<file path="config.mk">
export PLATFORM = sky130hd
export DESIGN_NAME = pm1_ctrl
export DESIGN_NICKNAME = d
export VERILOG_FILES = /design/src/hdl/pm1_pkg.sv /design/src/hdl/pm1_ctrl.sv
export SDC_FILE = /design/constraint.sdc
export NUM_CORES = 1
export LEC_CHECK = 0
export ABC_AREA = 1
export CAP_MARGIN = 10
export CELL_PAD_IN_SITES_DETAIL_PLACEMENT = 1
export CELL_PAD_IN_SITES_GLOBAL_PLACEMENT = 1
export CORE_ASPECT_RATIO = 1.2
export CORE_MARGIN = 3
export CORE_UTILIZATION = 36
export DETAILED_ROUTE_END_ITERATION = 6
export DONT_BUFFER_PORTS = 1
export GPL_TIMING_DRIVEN = 0
export PLACE_DENSITY_LB_ADDON = 0.1
export SETUP_SLACK_MARGIN = 0.2
export SLEW_MARGIN = 20
export SYNTH_ARGS = -nofsm -noshare
export SYNTH_HDL_FRONTEND = slang
export SYNTH_SLANG_ARGS = --single-unit
export TNS_END_PERCENT = 100
</file>
<file path="constraint.sdc">
create_clock -name clk -period 1.4 [get_ports clk]
set_input_delay 0.07 -clock clk [delete_from_list [all_inputs] [get_ports clk]]
set_output_delay 0.07 -clock clk [all_outputs]
set_load 0.05 [all_outputs]
</file>
<file path="src/hdl/pm1_pkg.sv">
// ----------------------------------------------------------------------------
// pm1_pkg: shared types and constants for the p-1 factor search core
// payload structs, status codes, search phases and controller/datapath links
// ----------------------------------------------------------------------------
package pm1_pkg;

  localparam logic [2:0] ST_SEARCHING = 3'd0;
  localparam logic [2:0] ST_FOUND1    = 3'd1;
  localparam logic [2:0] ST_FOUND2    = 3'd2;
  localparam logic [2:0] ST_NOFACTOR  = 3'd3;
  localparam logic [2:0] ST_IGNORED   = 3'd4;
  localparam logic [2:0] ST_UNAVAIL   = 3'd5;
  localparam logic [2:0] ST_BADMOD    = 3'd6;

  localparam logic [1:0] CFG_MODULUS     = 2'd0;
  localparam logic [1:0] CFG_BOUND_ONE   = 2'd1;
  localparam logic [1:0] CFG_PRIME_LIMIT = 2'd2;

  localparam logic [31:0] DEF_BOUND_ONE = 32'd1000000;
  localparam logic [38:0] MAX_BOUND_TWO = 39'd10000000;
  localparam logic [38:0] B2_MULT       = 39'd100;
  localparam logic [63:0] START_BASE    = 64'd2;

  localparam logic CMD_START = 1'b0;

  typedef enum logic [1:0] {
    PH_IDLE = 2'd0,
    PH_ONE  = 2'd1,
    PH_TWO  = 2'd2,
    PH_DONE = 2'd3
  } phase_t;

  typedef struct packed {
    logic        cmd;
    logic [31:0] prime;
    logic        last;
  } in_t;

  typedef struct packed {
    logic [2:0]  status;
    logic [63:0] factor;
    logic [63:0] cofactor;
    logic        bound_clipped;
  } out_t;

  typedef struct packed {
    logic       load_item;
    logic       do_start;
    logic       res_we;
    logic [2:0] res_code;
    logic       phase_we;
    phase_t     phase_val;
    logic       pk_load;
    logic       prod_calc;
    logic       pk_take;
    logic       e_load_pk;
    logic       e_load_p;
    logic       e_drop_lsb;
    logic       e_shift;
    logic       e_clr;
    logic       div_go;
    logic       div_quot;
    logic       b_load_rem;
    logic       pow_init;
    logic       mul_go;
    logic       mul_sq;
    logic       r_load;
    logic       b_load;
    logic       gcd_init;
    logic       gcd_step;
    logic       base_load;
    logic       found_we;
  } dp_cmd_t;

  typedef struct packed {
    logic   item_cmd;
    logic   item_last;
    phase_t phase;
    logic   mod_bad;
    logic   p_le_b1;
    logic   p_lt2;
    logic   b2_le_b1;
    logic   p_gt_b2;
    logic   prod_le_b1;
    logic   e_zero;
    logic   e_lsb;
    logic   e_hi_zero;
    logic   mul_busy;
    logic   div_busy;
    logic   a_zero;
    logic   g_proper;
    logic   g_eq_n;
  } dp_stat_t;

endpackage

</file>
<file path="src/hdl/pm1_ctrl.sv">
// ----------------------------------------------------------------------------
// pm1_ctrl: search sequencer
// steps one transaction through decode, prime power, modular power and gcd
// ----------------------------------------------------------------------------
module pm1_ctrl (
  input  logic              clk,
  input  logic              rst,
  input  logic              start,
  input  logic              out_free,
  input  pm1_pkg::dp_stat_t stat,
  output pm1_pkg::dp_cmd_t  cmd,
  output logic              idle,
  output logic              out_load
);

  typedef enum logic [12:0] {
    S_IDLE     = 13'b0000000000001,
    S_DECODE   = 13'b0000000000010,
    S_PK_MUL   = 13'b0000000000100,
    S_PK_CHK   = 13'b0000000001000,
    S_RED      = 13'b0000000010000,
    S_POW      = 13'b0000000100000,
    S_MUL_R    = 13'b0000001000000,
    S_MUL_B    = 13'b0000010000000,
    S_GCD_INIT = 13'b0000100000000,
    S_GCD      = 13'b0001000000000,
    S_EVAL     = 13'b0010000000000,
    S_QUOT     = 13'b0100000000000,
    S_FINISH   = 13'b1000000000000
  } state_t;

  state_t state, state_next;
  logic   stage_two, stage_two_next;

  always_ff @(posedge clk) begin
    if (rst) begin
      state     <= S_IDLE;
      stage_two <= 1'b0;
    end else begin
      state     <= state_next;
      stage_two <= stage_two_next;
    end
  end

  assign idle     = (state == S_IDLE);
  assign out_load = (state == S_FINISH) && out_free;

  always_comb begin
    cmd            = '0;
    cmd.phase_val  = pm1_pkg::PH_IDLE;
    state_next     = state;
    stage_two_next = stage_two;
    case (state)
      S_IDLE: begin
        if (start) begin
          cmd.load_item = 1'b1;
          state_next    = S_DECODE;
        end
      end
      S_DECODE: begin
        state_next = S_FINISH;
        if (stat.item_cmd == pm1_pkg::CMD_START) begin
          cmd.do_start = 1'b1;
        end else if (stat.phase == pm1_pkg::PH_IDLE || stat.phase == pm1_pkg::PH_DONE) begin
          cmd.res_we   = 1'b1;
          cmd.res_code = pm1_pkg::ST_IGNORED;
        end else if (stat.mod_bad) begin
          cmd.res_we    = 1'b1;
          cmd.res_code  = pm1_pkg::ST_BADMOD;
          cmd.phase_we  = 1'b1;
          cmd.phase_val = pm1_pkg::PH_IDLE;
        end else if (stat.phase == pm1_pkg::PH_ONE && stat.p_le_b1) begin
          if (stat.p_lt2) begin
            // skipped prime, only the last flag matters
            if (stat.item_last) begin
              cmd.res_we    = 1'b1;
              cmd.res_code  = pm1_pkg::ST_NOFACTOR;
              cmd.phase_we  = 1'b1;
              cmd.phase_val = pm1_pkg::PH_DONE;
            end
          end else begin
            cmd.pk_load    = 1'b1;
            stage_two_next = 1'b0;
            state_next     = S_PK_MUL;
          end
        end else if ((stat.phase == pm1_pkg::PH_ONE && stat.b2_le_b1) || stat.p_gt_b2) begin
          cmd.res_we    = 1'b1;
          cmd.res_code  = pm1_pkg::ST_NOFACTOR;
          cmd.phase_we  = 1'b1;
          cmd.phase_val = pm1_pkg::PH_DONE;
        end else begin
          cmd.phase_we   = 1'b1;
          cmd.phase_val  = pm1_pkg::PH_TWO;
          cmd.e_load_p   = 1'b1;
          cmd.div_go     = 1'b1;
          stage_two_next = 1'b1;
          state_next     = S_RED;
        end
      end
      S_PK_MUL: begin
        cmd.prod_calc = 1'b1;
        state_next    = S_PK_CHK;
      end
      S_PK_CHK: begin
        if (stat.prod_le_b1) begin
          cmd.pk_take = 1'b1;
          state_next  = S_PK_MUL;
        end else begin
          cmd.e_load_pk = 1'b1;
          cmd.div_go    = 1'b1;
          state_next    = S_RED;
        end
      end
      S_RED: begin
        if (!stat.div_busy) begin
          cmd.b_load_rem = 1'b1;
          cmd.pow_init   = 1'b1;
          state_next     = S_POW;
        end
      end
      S_POW: begin
        if (stat.e_zero) begin
          state_next = S_GCD_INIT;
        end else if (stat.e_lsb) begin
          cmd.mul_go = 1'b1;
          state_next = S_MUL_R;
        end else if (stat.e_hi_zero) begin
          // final squaring would be unused
          cmd.e_clr = 1'b1;
        end else begin
          cmd.mul_go = 1'b1;
          cmd.mul_sq = 1'b1;
          state_next = S_MUL_B;
        end
      end
      S_MUL_R: begin
        if (!stat.mul_busy) begin
          cmd.r_load     = 1'b1;
          cmd.e_drop_lsb = 1'b1;
          state_next     = S_POW;
        end
      end
      S_MUL_B: begin
        if (!stat.mul_busy) begin
          cmd.b_load  = 1'b1;
          cmd.e_shift = 1'b1;
          state_next  = S_POW;
        end
      end
      S_GCD_INIT: begin
        cmd.gcd_init  = 1'b1;
        cmd.base_load = !stage_two;
        state_next    = S_GCD;
      end
      S_GCD: begin
        if (stat.a_zero) begin
          state_next = S_EVAL;
        end else begin
          cmd.gcd_step = 1'b1;
        end
      end
      S_EVAL: begin
        state_next = S_FINISH;
        if (stat.g_proper) begin
          cmd.div_go   = 1'b1;
          cmd.div_quot = 1'b1;
          state_next   = S_QUOT;
        end else if (stat.g_eq_n || stat.item_last) begin
          cmd.res_we    = 1'b1;
          cmd.res_code  = pm1_pkg::ST_NOFACTOR;
          cmd.phase_we  = 1'b1;
          cmd.phase_val = pm1_pkg::PH_DONE;
        end
      end
      S_QUOT: begin
        if (!stat.div_busy) begin
          cmd.found_we  = 1'b1;
          cmd.res_we    = 1'b1;
          cmd.res_code  = stage_two ? pm1_pkg::ST_FOUND2 : pm1_pkg::ST_FOUND1;
          cmd.phase_we  = 1'b1;
          cmd.phase_val = pm1_pkg::PH_DONE;
          state_next    = S_FINISH;
        end
      end
      S_FINISH: begin
        if (out_free) begin
          state_next = S_IDLE;
        end
      end
      default: begin
        state_next = S_IDLE;
      end
    endcase
  end

endmodule

</file>
==> results of run 1 <==
-- metrics by stage --
step / area [sq um] / cells / setup TNS (ns) / setup WS (ns)
after floorplan: 1471 / 218 / -4.735 / -0.5557
after global placement: 1516 / 254 / -9.888 / -0.7292
after detailed placement: 1516 / 254 / -10.67 / -0.7457
-- logic make-up after synthesis --
kind of cell | count (synthesis) | share of synthesized area, %
adders and majority gates | 1 | 0.9978
DFF | 14 | 22.36
and+or+nand+nor | 143 | 53.19
AOI/OAI and AO/OA | 17 | 9.083
buffers and inverters | 43 | 14.37
==> impl_metrics.tcl, run 1 <==
set metrics [dict create \
    synth_enable_flop_cells 0 \
    io_pins 53 \
    clkSinkCount 14 \
    synthFlopType "dfxtp_1" \
    synth_warnings 0 \
    cts-buffers-inserted 3 \
    yosys_register_bits 14 \
    syn_inst 218 \
    die_h_um 70.65 \
    ctsLongestPathBuffers 2 \
    async_flop_share_pct 0 \
    cts-resized-gates 82 \
    dieWidth_um 59.87 \
    ys_top_cells_by_count "nor2_1 (53), nand2_1 (44), inv_1 (32)" \
    dpl.hpwl_mm 3.212 \
    cts-root-buf "clkbuf_4" \
    h-tree-depth 1 \
    start_util_pct 39.26 \
    synth_area_per_cell_sq_um 5.751 \
    status "stopped before the end" \
    row_count 22 \
    yosysTopAreaCellShare_pct 22.36 \
    synthDistinctLibCells 28 \
    gp_congestion 0.7817 \
    mappedNetlistArea_sq_um 1254 \
    yosys.area.top_type "dfxtp_1" \
    syn-num-nets 241 \
    synth-seq-area-share_pct 22.36 \
    hold_buffers 2 \
    synth.most_common_cell "nor2_1" \
    stop_stage "clock tree synthesis (4_1_cts)" \
    tool.error "[ERROR DPL-0033] detailed placement checks failed during check placement." \
    numPortBuffers 0 \
    synth_area_leaders "dfxtp_1 (22%), nor2_1 (16%), nand2_1 (13%), inv_1 (9.6%), nand3_1 (7.2%)" \
    postCtsSetupRepairBufs 41 \
]
==> run 2, diff against run 1 <==
CELL_PAD_IN_SITES_DETAIL_PLACEMENT = default   (was 1)
CELL_PAD_IN_SITES_GLOBAL_PLACEMENT = default   (was 1)
CORE_AREA = 3 3 64 66   (was default)
CORE_ASPECT_RATIO = default   (was 1.2)
CORE_MARGIN = default   (was 3)
CORE_UTILIZATION = default   (was 36)
DIE_AREA = 0 0 67 69   (was default)
PLACE_DENSITY_LB_ADDON = 0.15   (was 0.1)
SETUP_SLACK_MARGIN = default   (was 0.2)
clock period = 1.8 ns   (was 1.4 ns; I/O delays follow)
==> run 2 against run 1 <==
- the flow now finishes, with violations (setup timing)
- area after synthesis did not move
- synthesized cell count did not move
==> impl_metrics.tcl, run 2 <==
set metrics [dict create \
    yosys_register_bits 14 \
    internal_power_mw 1.282 \
    critPathKind "reg2out" \
    synth_fa_ha_area_share_pct 0.9980 \
    drv_slew 0 \
    core_area_sq_um 3633 \
    diodes 0 \
    numPortBuffers 0 \
    crit_path_end_kind "primary output" \
    ctsLongestPathBuffers 2 \
    synthFlopType "dfxtp_1" \
    synth-compound-area-share_pct 9.082 \
    mappedNetlistArea_sq_um 1254 \
    largest-register "state" \
    synth_mux_area_share_pct 0 \
    power_density_nw_per_um2 1144 \
    p_leak_nw 0.9767 \
    grt_pass1_wl_mm 6.665 \
    dpl.hpwl_mm 2.788 \
    die-area_sq_um 4623 \
    combPwrFrac_pct 70.7 \
    hold_path.class "in2reg" \
    drc 0 \
    layoutNonFillerInstCount 309 \
    drt_wl_total_mm 4.289 \
    antenna_left 0 \
    synth_top_family_by_area "simple AND/OR/NAND/NOR gates" \
    grt_setup_unrepaired "yes" \
    largest_reg_flops 13 \
    grt-ovfl-total 0 \
    drtPass1Iterations 4 \
    fin_crit_ns 2.202 \
    async_flop_share_pct 0 \
    ir_drop_mv 0.5204 \
    layout-drive-gt1-share_pct 52.49 \
    die_h_um 69 \
    clkSinkCount 14 \
    ys_top_cells_by_count "nor2_1 (53), nand2_1 (44), inv_1 (32)" \
    drv_cap 0 \
    cts-buffers-inserted 3 \
    layout_commonest_cell "nand2_1" \
    slew_headroom_pct 30.51 \
    synthDistinctLibCells 28 \
    violations "setup timing" \
    insertion_delay_ns 0.25 \
    synth_warnings 0 \
    gp_congestion 0.8440 \
    synth_area_per_cell_sq_um 5.751 \
    tritoncts "built" \
    h-tree-depth 1 \
    first_iter_violations 42 \
    cts-root-buf "clkbuf_8" \
    required_ns 1.71 \
    p_clk_share_pct 12.9 \
    clk_pin_slew_ns 0.06 \
    skew_ns 0.002394 \
    synthXorXnorAreaFrac_pct 0 \
    synth-seq-area-share_pct 22.36 \
    synth_enable_flop_cells 0 \
    fmax_mhz 454.2 \
    status "finished with violations" \
    arrival_ns 2.11 \
    grt_max_degree 10 \
    largestRegisters "state: 13 flops, stage_two: 1 flops" \
    layout_common_cells "nand2_1 (32), buf_4 (30), nor2_1 (29)" \
    worstMarginPinSlew_ns 1.038 \
    syn_inst 218 \
    cp_max_fo 3 \
    setup_violations 27 \
    yosys.area_share.simple_pct 53.19 \
    dieWidth_um 67 \
    fin_ws_ns -0.4019 \
    row_count 22 \
    hold_viol 0 \
    syn-num-nets 241 \
    swShare_pct 48.43 \
    grt_use_total_pct 18.50 \
    io_pins 53 \
    startpoint_type "register" \
    vias 1495 \
    synth_area_leaders "dfxtp_1 (22%), nor2_1 (16%), nand2_1 (13%), inv_1 (9.6%), nand3_1 (7.2%)" \
    holdWs_ns 0.08740 \
    antenna_found_initial 0 \
    dp_cells 266 \
    yosys.area.top_type "dfxtp_1" \
    area.growth.synth_to_final_pct 73.35 \
    fillers 338 \
    yosysTopAreaCellShare_pct 22.36 \
    seq_power_share_pct 16.4 \
    first_global_vias 1513 \
    viasPerCell 4.838 \
    synth.most_common_cell "nor2_1" \
    routedWlPerCell_um 13.88 \
    p_switching_mw 1.204 \
    start_util_pct 34.50 \
    fin_crit_sh_pct 122.3 \
    final_nets 285 \
]
run 2: cell counts after synthesis:
No cell type changed its count.
run 2: logic make-up after synthesis:
group                    count (synthesis)
buffers and inverters                   43
AO/OA/AOI/OAI                           17
flip-flops                              14
AND/OR/NAND/NOR                        143
adder cells (fa/ha/maj)                  1
run 2: path summary, 6_finish.rpt:
check        depth (start not counted)  startpoint  endpoint  slack, ns
min                                  5     stat[6]  state[7]       0.09
min reg2reg                          4    state[9]  state[9]       0.57
max reg2reg                         12   state[11]  state[8]      -0.20
max                                  6    state[4]   cmd[23]      -0.40
run 2: what timing repair did:
action                                  CTS  global route
setup buffers                            29             8
hold endpoints to repair                  2             0
cloned                                    0             1
hold buffers                              2             0
endpoints found under the setup margin   33            41
pin swaps                                34            23
resized for setup                        82            32
run 2: power by group through the flow:
stage	Clock, mW	Sequential [mW]	Combinational (mW)
finish	0.320	0.407	1.76
global route	0.338	0.414	1.87
CTS	0.322	0.403	1.46
detailed placement	0	0.408	0.980
global placement	0	0.408	0.973
floorplan	0	0.402	0.814
run 2: metal layers:
metal  up-vias  GRT usage, %  part of all wire [%]
met1       691         21.87                    41
met3         2         3.583                   5.7
met2        42         32.21                    52
li1        760             -                     -
met4         0         6.532                  0.84
met5         -             0                     0
run 2: cell type report:
cell class	instances	area, sq um	share of cell area (%)
well taps	48	60.06	2.763
plain buffers	4	56.30	2.591
clock buffers	4	55.05	2.533
multi-input cells	161	1189	54.69
repair buffers	39	346.6	15.95
inverters	39	166.4	7.657
flip-flops and latches	14	300.3	13.82
run 2: through the flow:
step | TNS, ns | power, mW | util, % | instance area, sq um | setup slack, ns
2_1_floorplan | -0.3254 | 1.216 | - | 1311 | -0.1757
3_3_place_gp | -1.268 | 1.381 | 37.74 | 1371 | -0.3496
3_5_place_dp | -1.383 | 1.388 | 37.74 | 1371 | -0.3310
4_1_cts | -3.339 | 2.188 | 54.51 | 1981 | -0.4350
5_1_grt | -6.154 | 2.622 | 59.81 | 2173 | -0.4646
6_report | -3.485 | 2.486 | 59.81 | 2173 | -0.4019
run 2: worst max-delay path, cell delays in order (launching register included):
cell	delay [ns]
dfxtp_4	0.36
nor2_4	0.13
nand2_4	0.10
nor2_8	0.11
nand3_4	0.08
or2_4	0.25
o211ai_1	0.83
Power figures use the tool's default switching activity.
==> run 3, diff against run 2 <==
SKIP_LAST_GASP = 1   (was default)
==> run 3 against run 2 <==
- the flow still finishes with violations (setup timing)
- worst setup slack gained 0.0053 ns
- global-route usage down 0.16 points
- final area shrank 4.1%
- critical path depth unchanged
- clock-buffer cell count did not move
- combinational power down 8%
- clock power down 1%
- clock skew grew 0.0021 ns
- routed wire length shrank 4.3%
- final cell count shrank 1.3%
- sequential share of layout area is 0.71 points higher
- fmax is 0.24% higher
- critical path type unchanged
- largest cell class unchanged
- largest power group unchanged
==> impl_metrics.tcl, run 3 (same netlist as run 2, synthesis figures left out) <==
set metrics [dict create \
    status "finished with violations" \
    violations "setup timing" \
    largest_reg_flops 13 \
    crit_chain "nor2_4, nand2_4, nor2_8, nand3_4, or2_4, o211ai_1" \
    drv_slew 0 \
    h-tree-depth 1 \
    numPortBuffers 0 \
    fin_crit_sh_pct 122.0 \
    first_iter_violations 60 \
    cp_num_cells 6 \
    worst_r2r_startpoint "state[0]" \
    dpl.hpwl_mm 2.788 \
    row_count 22 \
    grt-ovfl-total 0 \
    fmax_mhz 455.3 \
    dieWidth_um 67 \
    grt_use_total_pct 18.33 \
    area.growth.synth_to_final_pct 66.27 \
    startpoint_type "register" \
    vias 1504 \
    fin_ws_ns -0.3965 \
    rrSetupSlack_ns -0.22 \
    antenna_left 0 \
    grt_max_degree 10 \
    gp_congestion 0.8440 \
    ir_drop_mv 0.5014 \
    r2r.worst_path.cells 12 \
    grt_pass1_wl_mm 6.610 \
    p_leak_nw 0.9355 \
    reg2reg_to "state[6]" \
    grt_setup_unrepaired "yes" \
    fin_crit_ns 2.197 \
    slowest_delay_ns 0.83 \
    largest-register "state" \
    dp_slack_ns -0.3310 \
    diodes 0 \
    drt_wl_total_mm 4.103 \
    first_global_vias 1482 \
    drc 0 \
    placed_area_sq_um 1371 \
    required_ns 1.71 \
    viasPerCell 4.931 \
    layout_common_cells "nand2_1 (34), nor2_1 (32), buf_4 (27)" \
    crit_buf_inv 0 \
    worstMarginPinSlew_ns 1.037 \
    cp_max_fo 3 \
    core_area_sq_um 3633 \
    min_path_cells 5 \
    start_util_pct 34.50 \
    die-area_sq_um 4623 \
    routedWlPerCell_um 13.45 \
    antenna_found_initial 0 \
    arrival_ns 2.11 \
    hold_viol 0 \
    drtPass1Iterations 4 \
    finalPower_mw 2.336 \
    crit_path_end_kind "primary output" \
    min_to "state[7]" \
    clkSinkCount 14 \
    power_density_nw_per_um2 1121 \
    die_h_um 69 \
    layout-drive-gt1-share_pct 49.81 \
    setup_violations 25 \
    skew_ns 0.004537 \
    drv_cap 0 \
    final_nets 281 \
    clk_pin_slew_ns 0.06 \
    largestRegisters "state: 13 flops, stage_two: 1 flops" \
    ctsLongestPathBuffers 2 \
    cts-root-buf "clkbuf_8" \
    slowest_stage "o211ai_1" \
    hold_path.class "in2reg" \
    io_pins 53 \
    tritoncts "built" \
    critPathKind "reg2out" \
    insertion_delay_ns 0.25 \
    layout_commonest_cell "nand2_1" \
    critical-path-top-delay-family "compound AO/OA/AOI/OAI gates" \
    worstHoldStart "stat[6]" \
    stdcell_area_sq_um 2085 \
    slew_headroom_pct 30.57 \
    cts-buffers-inserted 3 \
]
==> run 3: what timing repair did <==
item,4_1_cts,5_1_grt
buffers inserted,29,5
setup endpoints to repair,33,42
endpoints found under the hold margin,2,0
gates resized for setup,75,30
hold buffers,2,0
pin swaps,32,27
==> run 3: per-stage QoR <==
step | TNS [ns] | std cells | hold slack [ns] | util (%)
after floorplan | -0.3254 | 218 | 0.1693 | -
after global placement | -1.268 | 266 | 0.1761 | 37.74
after detailed placement | -1.383 | 266 | 0.1764 | 37.74
after CTS | -3.870 | 301 | 0.1057 | 53.68
after global routing | -7.058 | 305 | 0.1241 | 57.37
final | -4.166 | 305 | 0.09957 | 57.37
==> run 3: worst reg2reg max path: stages (launching register included) <==
cell and delay, ns:
dfxtp_2 0.36, nor2_4 0.05, nand2_4 0.10, nor2_8 0.05, buf_4 0.13, buf_6 0.11, buf_6 0.12, nand3b_1 0.19
nand2_2 0.10, nor2_4 0.13, nand3_4 0.14, o21ai_4 0.32, nor2_1 0.09
==> run 3: worst max-delay path by stage <==
stage | start | end | slack, ns
finish | state[2] | cmd[23] | -0.40
global route | state[4] | cmd[23] | -0.46
CTS | state[11] | cmd[24] | -0.43
detailed placement | state[10] | cmd[24] | -0.33
global placement | state[8] | cmd[24] | -0.35
floorplan | state[3] | cmd[23] | -0.18
==> run 3: where the power goes <==
part | switching [mW] | total, mW | internal [mW]
clock network | 0.122 | 0.316 | 0.194
registers | 0.0457 | 0.405 | 0.359
logic | 0.981 | 1.62 | 0.635
==> run 3: cell type report <==
cell class | count | area, sq um
fillers | 363 | 1549
multi-input cells | 161 | 1154
flip-flops and latches | 14 | 302.8
repair buffers | 35 | 290.3
inverters | 39 | 166.4
well taps | 48 | 60.06
plain buffers | 4 | 56.30
clock buffers | 4 | 55.05
==> run 3: metal layers <==
metal  share of wire [%]  GRT usage (%)  wire length, um
met1                  41          21.97             1665
met2                  52          32.21             2151
met3                 6.1          3.257              250
met4                0.88          5.631               36
met5                   0              0                0
==> run 4, diff against run 3 <==
SLEW_MARGIN = default   (was 20)
clock period = 1.9 ns   (was 1.8 ns; I/O delays follow)
==> run 4 against run 3 <==
- final area down 9.6%
- clock skew is 0.0010 ns higher
- sequential power shrank 3%
- critical endpoint is now cmd[24]
- flip-flop and latch count unchanged
- largest cell class unchanged
- critical path type unchanged
- routed wire length fell by 5.6%
- the flow still finishes with violations (setup timing)
==> impl_metrics.tcl, run 4 (same netlist as run 2, synthesis figures left out) <==
set metrics [dict create \
    worstMarginPinSlew_ns 1.060 \
    layout-drive-gt1-share_pct 42.86 \
    core_area_sq_um 3633 \
    clkSinkCount 14 \
    layout_common_cells "nand2_1 (37), nor2_1 (34), inv_1 (29)" \
    power_density_nw_per_um2 1030 \
    die_h_um 69 \
    area.growth.synth_to_final_pct 50.30 \
    dp_cells 266 \
    required_ns 1.80 \
    largest-register "state" \
    drc 0 \
    grt_max_degree 10 \
    fillers 389 \
    cp_max_fo 2 \
    placed_area_sq_um 1363 \
    skew_ns 0.005539 \
    grt_use_total_pct 16.94 \
    numPortBuffers 0 \
    layoutNonFillerInstCount 293 \
    routedWlPerCell_um 13.22 \
    grt-ovfl-total 0 \
    antenna_found_initial 0 \
    drt_wl_total_mm 3.873 \
    antenna_left 0 \
    largestRegisters "state: 13 flops, stage_two: 1 flops" \
    ctsLongestPathBuffers 2 \
    dieWidth_um 67 \
    clk_pin_slew_ns 0.07 \
    arrival_ns 2.13 \
    finalPower_mw 1.940 \
    fin_ws_ns -0.3270 \
    die-area_sq_um 4623 \
    final_util_pct 51.86 \
    io_pins 53 \
    fin_crit_ns 2.227 \
    fin_crit_sh_pct 117.2 \
    startpoint_type "register" \
    drv_slew 0 \
    final_nets 269 \
    status "finished with violations" \
    largest_reg_flops 13 \
    fmax_mhz 449.0 \
    cts-buffers-inserted 3 \
    layout_commonest_cell "nand2_1" \
    first_iter_violations 32 \
    hold_path.class "in2reg" \
    grt_setup_unrepaired "yes" \
    gp_congestion 0.8333 \
    tritoncts "built" \
    vias 1431 \
    setup_violations 18 \
    cts-root-buf "clkbuf_8" \
    drtPass1Iterations 4 \
    viasPerCell 4.884 \
    start_util_pct 34.50 \
    slew_headroom_pct 29.04 \
    crit_path_end_kind "primary output" \
    diodes 0 \
    drv_cap 0 \
    dpl.hpwl_mm 2.747 \
    insertion_delay_ns 0.26 \
    first_global_vias 1334 \
    row_count 22 \
    grt_pass1_wl_mm 6.099 \
    hold_viol 0 \
    violations "setup timing" \
    p_leak_nw 0.8605 \
    h-tree-depth 1 \
    stdcell_area_sq_um 1884 \
    ir_drop_mv 0.3776 \
    critPathKind "reg2out" \
]
==> run 4: changes by cell type in the layout (fill, tap and decap cells not counted), sizes merged <==
cell	change
buf	-12
clkinvlp	-2
inv	+2
==> run 4: worst paths after layout <==
kind                            startpoint  endpoint  slack [ns]  cells after the start
worst max-delay path              state[8]   cmd[24]       -0.33                      8
worst min-delay path               stat[8]  state[4]         0.1                      3
worst max register to register    state[0]  state[5]       -0.09                     12
worst min register to register    state[5]  state[5]        0.52                      2
==> run 4: repair_timing <==
action	in CTS	in global routing
hold buffers	2	0
setup endpoints to repair	32	33
pin swaps	19	22
buffers inserted	10	13
hold endpoints to repair	2	0
resized for setup	58	20
==> run 4: through the flow <==
step	hold WS (ns)	worst slack [ns]	TNS [ns]
2_1_floorplan	0.1743	-0.08068	-0.1354
3_3_place_gp	0.1778	-0.2504	-1.402
3_5_place_dp	0.1797	-0.2405	-1.367
4_1_cts	0.09156	-0.3581	-1.338
5_1_grt	0.1314	-0.4173	-4.247
6_report	0.09615	-0.3270	-1.463
==> run 4: cell type report <==
| type | instances | area [sq um] | share of cell area [%] |
|---|---|---|---|
| buffer | 4 | 52.55 | 2.789 |
| clock buffer | 4 | 55.05 | 2.922 |
| inverter | 39 | 153.9 | 8.167 |
| multi-input combinational | 161 | 1081 | 57.37 |
| sequential | 14 | 304.0 | 16.14 |
| tap | 48 | 60.06 | 3.187 |
| timing repair buffer | 23 | 177.7 | 9.429 |
==> run 4: per-layer routing <==
| metal | GRT usage [%] | part of all wire (%) |
|---|---|---|
| met5 | 0 | 0 |
| met1 | 21.51 | 43 |
| met4 | 5.405 | 1.3 |
| met2 | 28.82 | 50 |
| met3 | 2.280 | 5.1 |
==> run 4: critical path: stages, from the launching register on <==
cell and delay, ns:
dfxtp_4 0.35, nor2_4 0.12, nand2_2 0.08, nor2_4 0.10
buf_6 0.11, nand3_4 0.07, inv_2 0.06, o211ai_1 0.11
o211ai_1 0.86
==> run 4: report_power, final <==
part | total [mW] | internal, mW | switching (mW) | leakage [nW]
registers | 0.392 | 0.343 | 0.0496 | 0.119
logic | 1.24 | 0.423 | 0.815 | 0.712
clock network | 0.310 | 0.184 | 0.125 | 0.0288
